===== config.mk =====
export PLATFORM = sky130hd
export DESIGN_NAME = thruster_pulse_quantizer
export DESIGN_NICKNAME = d
export VERILOG_FILES = /design/src/rtl/tpq_pkg.sv /design/src/rtl/tpq_csr.sv /design/src/rtl/tpq_div.sv /design/src/rtl/thruster_pulse_quantizer.sv
export SDC_FILE = /design/constraint.sdc
export NUM_CORES = 2
export LEC_CHECK = 0
export BUFFER_PORTS_ARGS = -buffer_cell sky130_fd_sc_hd__clkbuf_2
export CAP_MARGIN = 40
export CORE_MARGIN = 10
export CORE_UTILIZATION = 55
export CTS_BUF_LIST = sky130_fd_sc_hd__clkbuf_2
export CTS_CLUSTER_DIAMETER = 50
export DETAILED_ROUTE_END_ITERATION = 8
export PLACE_DENSITY = 0.72
export RECOVER_POWER = 50
export SETUP_SLACK_MARGIN = 0.05
export SKIP_CTS_REPAIR_TIMING = 1
export SYNTH_ARGS = -nofsm -noshare
export SYNTH_HDL_FRONTEND = slang
export SYNTH_SLANG_ARGS = --single-unit

===== constraint.sdc =====
create_clock -name clock -period 12.67 [get_ports clock]
set_input_delay 1.9005 -clock clock [delete_from_list [all_inputs] [get_ports clock]]
set_output_delay 1.9005 -clock clock [all_outputs]
set_load 0.02 [all_outputs]

===== src/rtl/tpq_pkg.sv =====
// ----------------------------------------------------------------------------
// tpq_pkg
// shared types and constants of the thruster pulse quantizer
// ----------------------------------------------------------------------------
package tpq_pkg;

   // thruster and register map
   localparam int MAX_THR     = 4;
   localparam int THR_W       = 2;
   localparam int CSR_IDX_W   = 4;
   localparam logic [1:0] CSR_BANK_RES = 2'd0;
   localparam logic [1:0] CSR_BANK_MIN = 2'd1;
   localparam logic [31:0] RES_RESET = 32'd1000;
   localparam logic [31:0] MIN_RESET = 32'd0;

   // item fields
   localparam int STAMP_W = 64;
   localparam int TIME_W  = 32;
   localparam int OUT_W   = 33;
   localparam logic OP_CYCLE   = 1'b0;
   localparam logic OP_REQUEST = 1'b1;

   // saturation factor 101/100
   localparam int SAT_NUM = 101;
   localparam int SAT_DEN = 100;

   // shared divider sizes
   localparam int DIV_W     = 40;
   localparam int DIVS_W    = 33;
   localparam int DIV_STEPS = DIV_W;
   localparam int CNT_W     = $clog2(DIV_STEPS);

   typedef enum logic [1:0] {
      ADJ_NONE = 2'd0,
      ADJ_MIN  = 2'd1,
      ADJ_ZERO = 2'd2,
      ADJ_SAT  = 2'd3
   } adjust_type;

   typedef enum logic [1:0] {
      ST_IDLE,
      ST_PERIOD,
      ST_QUANT,
      ST_DECIDE
   } state_type;

   typedef struct packed {
      logic              done;
      logic [DIV_W-1:0]  quotient;
      logic [DIVS_W-1:0] remainder;
   } div_out_type;

endpackage


===== src/rtl/tpq_csr.sv =====
// ----------------------------------------------------------------------------
// tpq_csr
// per-thruster resolution and minimum pulse registers with one read port
// ----------------------------------------------------------------------------
module tpq_csr import tpq_pkg::*; #(
   parameter int NUM_THRUSTERS = 4
) (
   input  logic                 clock,
   input  logic                 reset,
   input  logic                 wr_en,
   input  logic [CSR_IDX_W-1:0] wr_index,
   input  logic [TIME_W-1:0]    wr_data,
   input  logic [THR_W-1:0]     rd_thr,
   output logic [TIME_W-1:0]    rd_res,
   output logic [TIME_W-1:0]    rd_min
);

   logic [TIME_W-1:0] res_ff [MAX_THR];
   logic [TIME_W-1:0] min_ff [MAX_THR];
   logic              wr_res;
   logic              wr_min;
   logic [1:0]        wr_bank;
   logic [THR_W-1:0]  wr_thr;

   // register index decode
   assign wr_bank = wr_index[CSR_IDX_W-1:2];
   assign wr_thr  = wr_index[THR_W-1:0];

   always_comb begin
      wr_res = 1'b0;
      wr_min = 1'b0;
      unique case (wr_bank)
         CSR_BANK_RES: wr_res = wr_en;
         CSR_BANK_MIN: wr_min = wr_en;
         default: ;
      endcase
   end

   // storage, only thrusters that exist take writes
   always_ff @(posedge clock) begin
      for (int i = 0; i < MAX_THR; i++) begin
         if (reset) begin
            res_ff[i] <= RES_RESET;
            min_ff[i] <= MIN_RESET;
         end else if (i < NUM_THRUSTERS && wr_thr == THR_W'(i)) begin
            if (wr_res) res_ff[i] <= wr_data;
            if (wr_min) min_ff[i] <= wr_data;
         end
      end
   end

   assign rd_res = res_ff[rd_thr];
   assign rd_min = min_ff[rd_thr];

endmodule


===== src/rtl/tpq_div.sv =====
// ----------------------------------------------------------------------------
// tpq_div
// restoring divider, one quotient bit per cycle
// ----------------------------------------------------------------------------
module tpq_div import tpq_pkg::*; (
   input  logic              clock,
   input  logic              reset,
   input  logic              start,
   input  logic [DIV_W-1:0]  dividend,
   input  logic [DIVS_W-1:0] divisor,
   output div_out_type       div_out
);

   logic              busy_ff, busy_in;
   logic              done_ff, done_in;
   logic [CNT_W-1:0]  cnt_ff, cnt_in;
   logic [DIV_W-1:0]  work_ff, work_in;
   logic [DIVS_W-1:0] rem_ff, rem_in;
   logic [DIVS_W-1:0] dvs_ff, dvs_in;
   logic [DIVS_W:0]   trial;
   logic              ge;

   // one shift and subtract step
   assign trial = {rem_ff, work_ff[DIV_W-1]};
   assign ge    = trial >= {1'b0, dvs_ff};

   always_comb begin
      busy_in = busy_ff;
      done_in = 1'b0;
      cnt_in  = cnt_ff;
      work_in = work_ff;
      rem_in  = rem_ff;
      dvs_in  = dvs_ff;
      if (start) begin
         busy_in = 1'b1;
         cnt_in  = CNT_W'(DIV_STEPS - 1);
         work_in = dividend;
         rem_in  = '0;
         dvs_in  = divisor;
      end else if (busy_ff) begin
         work_in = {work_ff[DIV_W-2:0], ge};
         rem_in  = ge ? DIVS_W'(trial - {1'b0, dvs_ff}) : trial[DIVS_W-1:0];
         cnt_in  = cnt_ff - 1'b1;
         if (cnt_ff == '0) begin
            busy_in = 1'b0;
            done_in = 1'b1;
         end
      end
   end

   always_ff @(posedge clock) begin
      if (reset) begin
         busy_ff <= 1'b0;
         done_ff <= 1'b0;
      end else begin
         busy_ff <= busy_in;
         done_ff <= done_in;
      end
      cnt_ff  <= cnt_in;
      work_ff <= work_in;
      rem_ff  <= rem_in;
      dvs_ff  <= dvs_in;
   end

   assign div_out.done      = done_ff;
   assign div_out.quotient  = work_ff;
   assign div_out.remainder = rem_ff;

   // partial remainder stays below the divisor
   a_rem_below: assert property (@(posedge clock) disable iff (reset)
      busy_ff |-> rem_ff < dvs_ff)
      else $error("partial remainder not below divisor");

   // no restart while a division runs
   a_no_restart: assert property (@(posedge clock) disable iff (reset)
      busy_ff |-> !start)
      else $error("divider started while busy");

   // done follows the last step
   a_done_after_busy: assert property (@(posedge clock) disable iff (reset)
      done_ff |-> $past(busy_ff) && !busy_ff)
      else $error("done without a finished division");

endmodule


===== src/rtl/thruster_pulse_quantizer.sv =====
// ----------------------------------------------------------------------------
// thruster_pulse_quantizer
// rounds requested thruster on-times to each thruster's resolution, applies
// the minimum pulse and saturates at 1.01 times the control period
// ----------------------------------------------------------------------------
//   channel  direction  handshake            word
//   req      in         req_valid/req_stall  op, stamp, thruster, request
//   rsp      out        rsp_valid/rsp_stall  thruster, on-time, adjust
//   csr      in         csr_valid/csr_ready  register index, data
//
// a request and a cycle start with a previous stamp both wait for the 40
// steps of the one shared restoring divider; a request at zero resolution
// skips the divider; other items make no result and leave the block idle.
// the divider works the rounding of requests and the 101/100 saturation
// value, computed at each cycle start with a previous stamp and kept.
// reset is synchronous; all registers are usable in the cycle after it.
// a result waits in the output register under rsp_stall while the next
// item is already taken; the result after it holds the block until the
// register is free; csr_ready is always high.
// ----------------------------------------------------------------------------
module thruster_pulse_quantizer import tpq_pkg::*; #(
   parameter int NUM_THRUSTERS = 4
) (
   input  logic                 clock,
   input  logic                 reset,
   input  logic                 req_valid,
   output logic                 req_stall,
   input  logic                 req_op,
   input  logic [STAMP_W-1:0]   req_stamp_ns,
   input  logic [THR_W-1:0]     req_thruster,
   input  logic [TIME_W-1:0]    req_request_ns,
   output logic                 rsp_valid,
   input  logic                 rsp_stall,
   output logic [THR_W-1:0]     rsp_thruster_out,
   output logic [OUT_W-1:0]     rsp_on_time_ns,
   output logic [1:0]           rsp_adjust,
   input  logic                 csr_valid,
   output logic                 csr_ready,
   input  logic [CSR_IDX_W-1:0] csr_index,
   input  logic [TIME_W-1:0]    csr_data
);

   state_type           state_ff, state_in;
   logic                have_prev_ff, have_prev_in;
   logic                have_per_ff, have_per_in;
   logic [STAMP_W-1:0]  prev_ff, prev_in;
   logic [TIME_W-1:0]   per_ff, per_in;
   logic [OUT_W-1:0]    sat_ff, sat_in;
   logic [THR_W-1:0]    thr_ff, thr_in;
   logic [TIME_W+1:0]   num_ff, num_in;
   logic [OUT_W-1:0]    q_ff, q_in;
   logic                out_vld_ff, out_vld_in;
   logic [THR_W-1:0]    out_thr_ff, out_thr_in;
   logic [OUT_W-1:0]    out_time_ff, out_time_in;
   adjust_type          out_adj_ff, out_adj_in;

   logic                accept;
   logic [THR_W-1:0]    rd_thr;
   logic [TIME_W-1:0]   rd_res;
   logic [TIME_W-1:0]   rd_min;
   logic                div_start;
   logic [DIV_W-1:0]    div_dividend;
   logic [DIVS_W-1:0]   div_divisor;
   div_out_type         div_out;
   logic [STAMP_W-1:0]  diff;
   logic [TIME_W-1:0]   per_sat;
   logic [TIME_W+1:0]   num_new;
   logic [TIME_W+1:0]   q_even;
   logic                out_free;
   logic                thr_ok;

   // configuration registers
   assign csr_ready = 1'b1;
   assign rd_thr    = (state_ff == ST_IDLE) ? req_thruster : thr_ff;

   tpq_csr #(
      .NUM_THRUSTERS (NUM_THRUSTERS)
   ) u_csr (
      .clock    (clock),
      .reset    (reset),
      .wr_en    (csr_valid & csr_ready),
      .wr_index (csr_index),
      .wr_data  (csr_data),
      .rd_thr   (rd_thr),
      .rd_res   (rd_res),
      .rd_min   (rd_min)
   );

   // shared divider
   tpq_div u_div (
      .clock    (clock),
      .reset    (reset),
      .start    (div_start),
      .dividend (div_dividend),
      .divisor  (div_divisor),
      .div_out  (div_out)
   );

   // datapath helpers
   assign accept   = req_valid & ~req_stall;
   assign diff     = req_stamp_ns - prev_ff;
   assign per_sat  = (|diff[STAMP_W-1:TIME_W]) ? '1 : diff[TIME_W-1:0];
   assign num_new  = {1'b0, req_request_ns, 1'b0} + {2'b00, rd_res};
   assign q_even   = num_ff - {1'b0, div_out.remainder};
   assign out_free = ~out_vld_ff | ~rsp_stall;
   assign thr_ok   = 32'(req_thruster) < NUM_THRUSTERS;
   assign req_stall = (state_ff != ST_IDLE);

   // sequencer and next values
   always_comb begin
      state_in     = state_ff;
      have_prev_in = have_prev_ff;
      have_per_in  = have_per_ff;
      prev_in      = prev_ff;
      per_in       = per_ff;
      sat_in       = sat_ff;
      thr_in       = thr_ff;
      num_in       = num_ff;
      q_in         = q_ff;
      out_vld_in   = out_vld_ff & rsp_stall;
      out_thr_in   = out_thr_ff;
      out_time_in  = out_time_ff;
      out_adj_in   = out_adj_ff;
      div_start    = 1'b0;
      div_dividend = DIV_W'({8'd0, per_sat} * DIV_W'(SAT_NUM));
      div_divisor  = DIVS_W'(SAT_DEN);
      unique case (state_ff)
         ST_IDLE: begin
            if (accept) begin
               if (req_op == OP_CYCLE) begin
                  prev_in      = req_stamp_ns;
                  have_prev_in = 1'b1;
                  if (have_prev_ff) begin
                     per_in      = per_sat;
                     have_per_in = 1'b1;
                     div_start   = 1'b1;
                     state_in    = ST_PERIOD;
                  end
               end else if (have_per_ff && thr_ok) begin
                  thr_in = req_thruster;
                  num_in = num_new;
                  if (rd_res == '0) begin
                     q_in     = {1'b0, req_request_ns};
                     state_in = ST_DECIDE;
                  end else begin
                     div_start    = 1'b1;
                     div_dividend = DIV_W'(num_new);
                     div_divisor  = {rd_res, 1'b0};
                     state_in     = ST_QUANT;
                  end
               end
            end
         end
         ST_PERIOD: begin
            if (div_out.done) begin
               sat_in   = div_out.quotient[OUT_W-1:0];
               state_in = ST_IDLE;
            end
         end
         ST_QUANT: begin
            if (div_out.done) begin
               q_in     = q_even[OUT_W:1];
               state_in = ST_DECIDE;
            end
         end
         ST_DECIDE: begin
            if (out_free) begin
               out_vld_in = 1'b1;
               out_thr_in = thr_ff;
               if (q_ff < {1'b0, rd_min}) begin
                  if ({q_ff, 1'b0} >= {2'b00, rd_min}) begin
                     out_time_in = {1'b0, rd_min};
                     out_adj_in  = ADJ_MIN;
                  end else begin
                     out_time_in = '0;
                     out_adj_in  = ADJ_ZERO;
                  end
               end else if (q_ff >= {1'b0, per_ff}) begin
                  out_time_in = sat_ff;
                  out_adj_in  = ADJ_SAT;
               end else begin
                  out_time_in = q_ff;
                  out_adj_in  = ADJ_NONE;
               end
               state_in = ST_IDLE;
            end
         end
         default: state_in = ST_IDLE;
      endcase
   end

   // state register
   always_ff @(posedge clock) begin
      if (reset) begin
         state_ff     <= ST_IDLE;
         have_prev_ff <= 1'b0;
         have_per_ff  <= 1'b0;
         prev_ff      <= '0;
         per_ff       <= '0;
         out_vld_ff   <= 1'b0;
      end else begin
         state_ff     <= state_in;
         have_prev_ff <= have_prev_in;
         have_per_ff  <= have_per_in;
         prev_ff      <= prev_in;
         per_ff       <= per_in;
         out_vld_ff   <= out_vld_in;
      end
      sat_ff      <= sat_in;
      thr_ff      <= thr_in;
      num_ff      <= num_in;
      q_ff        <= q_in;
      out_thr_ff  <= out_thr_in;
      out_time_ff <= out_time_in;
      out_adj_ff  <= out_adj_in;
   end

   // result word
   assign rsp_valid        = out_vld_ff;
   assign rsp_thruster_out = out_thr_ff;
   assign rsp_on_time_ns   = out_time_ff;
   assign rsp_adjust       = out_adj_ff;

   // a dropped pulse reads zero
   a_zero_time: assert property (@(posedge clock) disable iff (reset)
      rsp_valid && rsp_adjust == ADJ_ZERO |-> rsp_on_time_ns == '0)
      else $error("dropped pulse with nonzero on-time");

   // divider finishes only while the sequencer waits for it
   a_div_owner: assert property (@(posedge clock) disable iff (reset)
      div_out.done |-> (state_ff == ST_PERIOD || state_ff == ST_QUANT))
      else $error("divider done outside a divide state");

   // results only name thrusters that exist
   a_thr_range: assert property (@(posedge clock) disable iff (reset)
      rsp_valid |-> 32'(rsp_thruster_out) < NUM_THRUSTERS)
      else $error("result for a missing thruster");

   // a new result is loaded only into a free output register
   a_no_overwrite: assert property (@(posedge clock) disable iff (reset)
      state_ff == ST_DECIDE && rsp_valid && rsp_stall |=> state_ff == ST_DECIDE)
      else $error("result dropped under stall");

endmodule


==> key figures <==
Critical path
  • Reg2reg setup slack: between 2000 and 2500 ps
  • Worst r2r path cells: 35
  • CP startpoint: req_stamp_ns[49]
  • Worst r2r src: prev_ff[49]
  • Startpoint types: input port
  • Endpoint class of the critical path: register
  • CP required: between 10,000 and 15,000 ps
  • Critical-path top delay cell: ha_1
  • Crit path to: u_div.work_ff[37]
  • Critical path peak fanout: 32
  • Crit-path max cell delay: 560 ps
  • CP arrival: 11,610 ps
  • Critical setup path kind: input port to register
  • Worst reg2reg endpoint: u_div.work_ff[37]

Synth
  • Post-synth EDFFs: roughly 470
  • Yosys warns: 0
  • Distinct cells, synth: 91
  • Yosys top cell area share: 0.344
  • Synthesized area: 40,800 um^2
  • Mapped Cells: 4,112
  • Ys flop type: edfxtp_1
  • Average cell area after synthesis: just under 10 um^2
  • Syn Nets: approximately 4,700
  • Seq/Total Area, Yosys: 0.414
  • #FFs+latches synth: 609
  • Post-synth ARST share: 0
  • Dominant cell type by area after synthesis: edfxtp_1
  • Top cells by area, synth: edfxtp_1, ha_1, dfxtp_1

Finish
  • Final nets: 4,900
  • Final instance area: 44,200 um^2
  • Area delta synth->final: 8.50%
  • Final Non-Filler Cells: roughly 5,400
  • Most common cell after layout, fill and taps aside: edfxtp_1
  • Share of cells above drive strength 1: 0.136
  • Commonest cells after routing, fill and taps aside: edfxtp_1, clkbuf_2, inv_1

CTS
  • CTS tree: done
  • Clock Sinks: approximately 600
  • Clk buf depth: 3
  • H-tree depth: 4
  • Root buf cell: clkbuf_2
  • Total CTS buffers: 165
  • Worst skew pair latency: 1460 ps
  • Reg clk slew, reported paths: 100 ps

Timing
  • Crit share post-route: 0.830
  • Setup TNS: 0 ps
  • Final setup viols: 0
  • Max-slew violations: 498
  • Clock Skew: 133 ps
  • Fin. Hold Viols: 0
  • Hold_ws: 408 ps
  • Minimum clock period: 10,510 ps
  • Max frequency: 95.1 MHz
  • RSZ-0062 raised after global routing: no
  • Worst slew margin: -0.892
  • Slew @ Worst Pin: 2840 ps

Route
  • Wirelength, routed: 117 mm
  • Remaining DRCs: 0
  • Post-route ant nets: 0
  • First-pass detailed-route iteration total: 5
  • Via/cell ratio: 5.97
  • DRT iter0 DRCs: slightly below 3,000
  • Wire length per cell: 21.5 um
  • Vias post-DR: 32,400

Global route
  • Global Route Usage Sum: 0.269
  • Pin count of the biggest net entering global routing: 74
  • GRT Residual Overflow: 0
  • First-pass GRT wire length: 179 mm
  • Initial antenna violation count: 15
  • Vias in the first global route: 31,400

Place
  • Placed cells: 5,126
  • GP Congestion: between 0.9 and 1
  • Placed instance area: 42,800 um^2
  • I/O Buffers: 178
  • Post-DP HPWL: 87.1 mm

Floorplanning
  • Die area: 85,400 um^2
  • Row count: 99
  • IO Pins: 180
  • Die Height: 292 um
  • Die outline width: 292 um
  • Core area: 73,200 um^2
  • Initial core utilization: 0.557

Pwr
  • Peak VDD IR: 0.0698 mV
  • Static Leak: 0.0183 uW
  • Pwr dens: 125 nW/um^2
  • Tot Pwr: 5540 uW

Min path
  • Hold WC Path Type: register to register

Flow run
  • Maxcap violations: 13

Outcome
  • Failing checks: capacitance limit, slew limit
  • Status: finished, violations left
## synthesized netlist by cell type, drive strengths merged (64+ instances only)
master / instances
a21o: 102
a21oi: 329
and2: 271
clkbuf: 132
dfxtp: 142
edfxtp: 467
ha: 369
inv: 372
mux4: 64
nand2: 328
nand3: 106
nor2: 227
nor2b: 64
o21ai: 228
xnor2: 88
xor2: 68
## area by class of cell
cell class	count	area (um^2)
Clock inverter	46	357
Tap cell	959	1200
Fill cell	6311	29000
Timing Repair Buffer	227	1210
Inverter	373	1400
Sequential cell	609	16900
Clock buffer	244	1220
Antenna cell	9	22.5
Multi-Input combinational cell	2958	22000
## stage by stage
step                      setup slack, ps   util
after floorplan                      2380      -
final                                2160  0.604
after global placement               1230  0.583
after detailed placement              988  0.584
after global routing                 1660  0.604
after CTS                            2500  0.606
## report_power, final
part | internal (uW) | switching [uW]
logic | 653 | 1040
registers | 2290 | 87.6
clock network | 566 | 900
## routing by layer
layer | vias up | GRT usage | wire (um)
met5 | - | 0 | 103
met4 | 18 | 0.0942 | 3400
met3 | 224 | 0.0587 | 9940
met2 | 1309 | 0.430 | 54000
met1 | 15500 | 0.357 | 49400
li1 | 15400 | - | -
## cell families after synthesis
kind of cell | after synthesis | share of synthesized area
buffers and inverters | 545 | 0.0514
adders and majority gates | 426 | 0.141
other | 1 | 0.0000920
DFF | 609 | 0.414
and+or+nand+nor | 1272 | 0.160
xor gates and xnor gates | 156 | 0.0335
muxes | 118 | 0.0487
AOI/OAI and AO/OA | 985 | 0.152
## sequential cells by signal (all words and copies together), names as in the netlist
name,flops
state_ff,2
num_ff,34
rsp_adjust,2
rsp_on_time_ns,33
prev_ff,64
rsp_valid,1
u_csr.res_ff,128
u_csr.min_ff,128
have_per_ff,1
u_div.dvs_ff,32
per_ff,32
u_div.done_ff,1
have_prev_ff,1
u_div.rem_ff,33
q_ff,33
rsp_thruster_out,2
u_div.work_ff,40
thr_ff,2
u_div.cnt_ff,6
u_div.busy_ff,1
sat_ff,33
## critical path: cells and delay by family
kind / cells / cell delay [ps]
multiplexers: 1 / 70
adder cells (fa/ha/maj): 6 / 2500
AO/OA/AOI/OAI: 9 / 2610
XOR/XNOR: 1 / 170
buffers and inverters: 6 / 590
AND/OR/NAND/NOR: 12 / 3760
## worst min-delay path by stage
stage,startpoint,cells past startpoint,to
6_report,u_div.work_ff[8],0,sat_ff[8]
5_1_grt,u_div.work_ff[8],0,sat_ff[8]
4_1_cts,u_div.work_ff[8],0,sat_ff[8]
3_5_place_dp,u_div.work_ff[3],0,sat_ff[3]
3_3_place_gp,u_div.work_ff[26],0,sat_ff[26]
2_1_floorplan,thr_ff[0],0,rsp_thruster_out[0]
(Power assumes the default switching activity.)
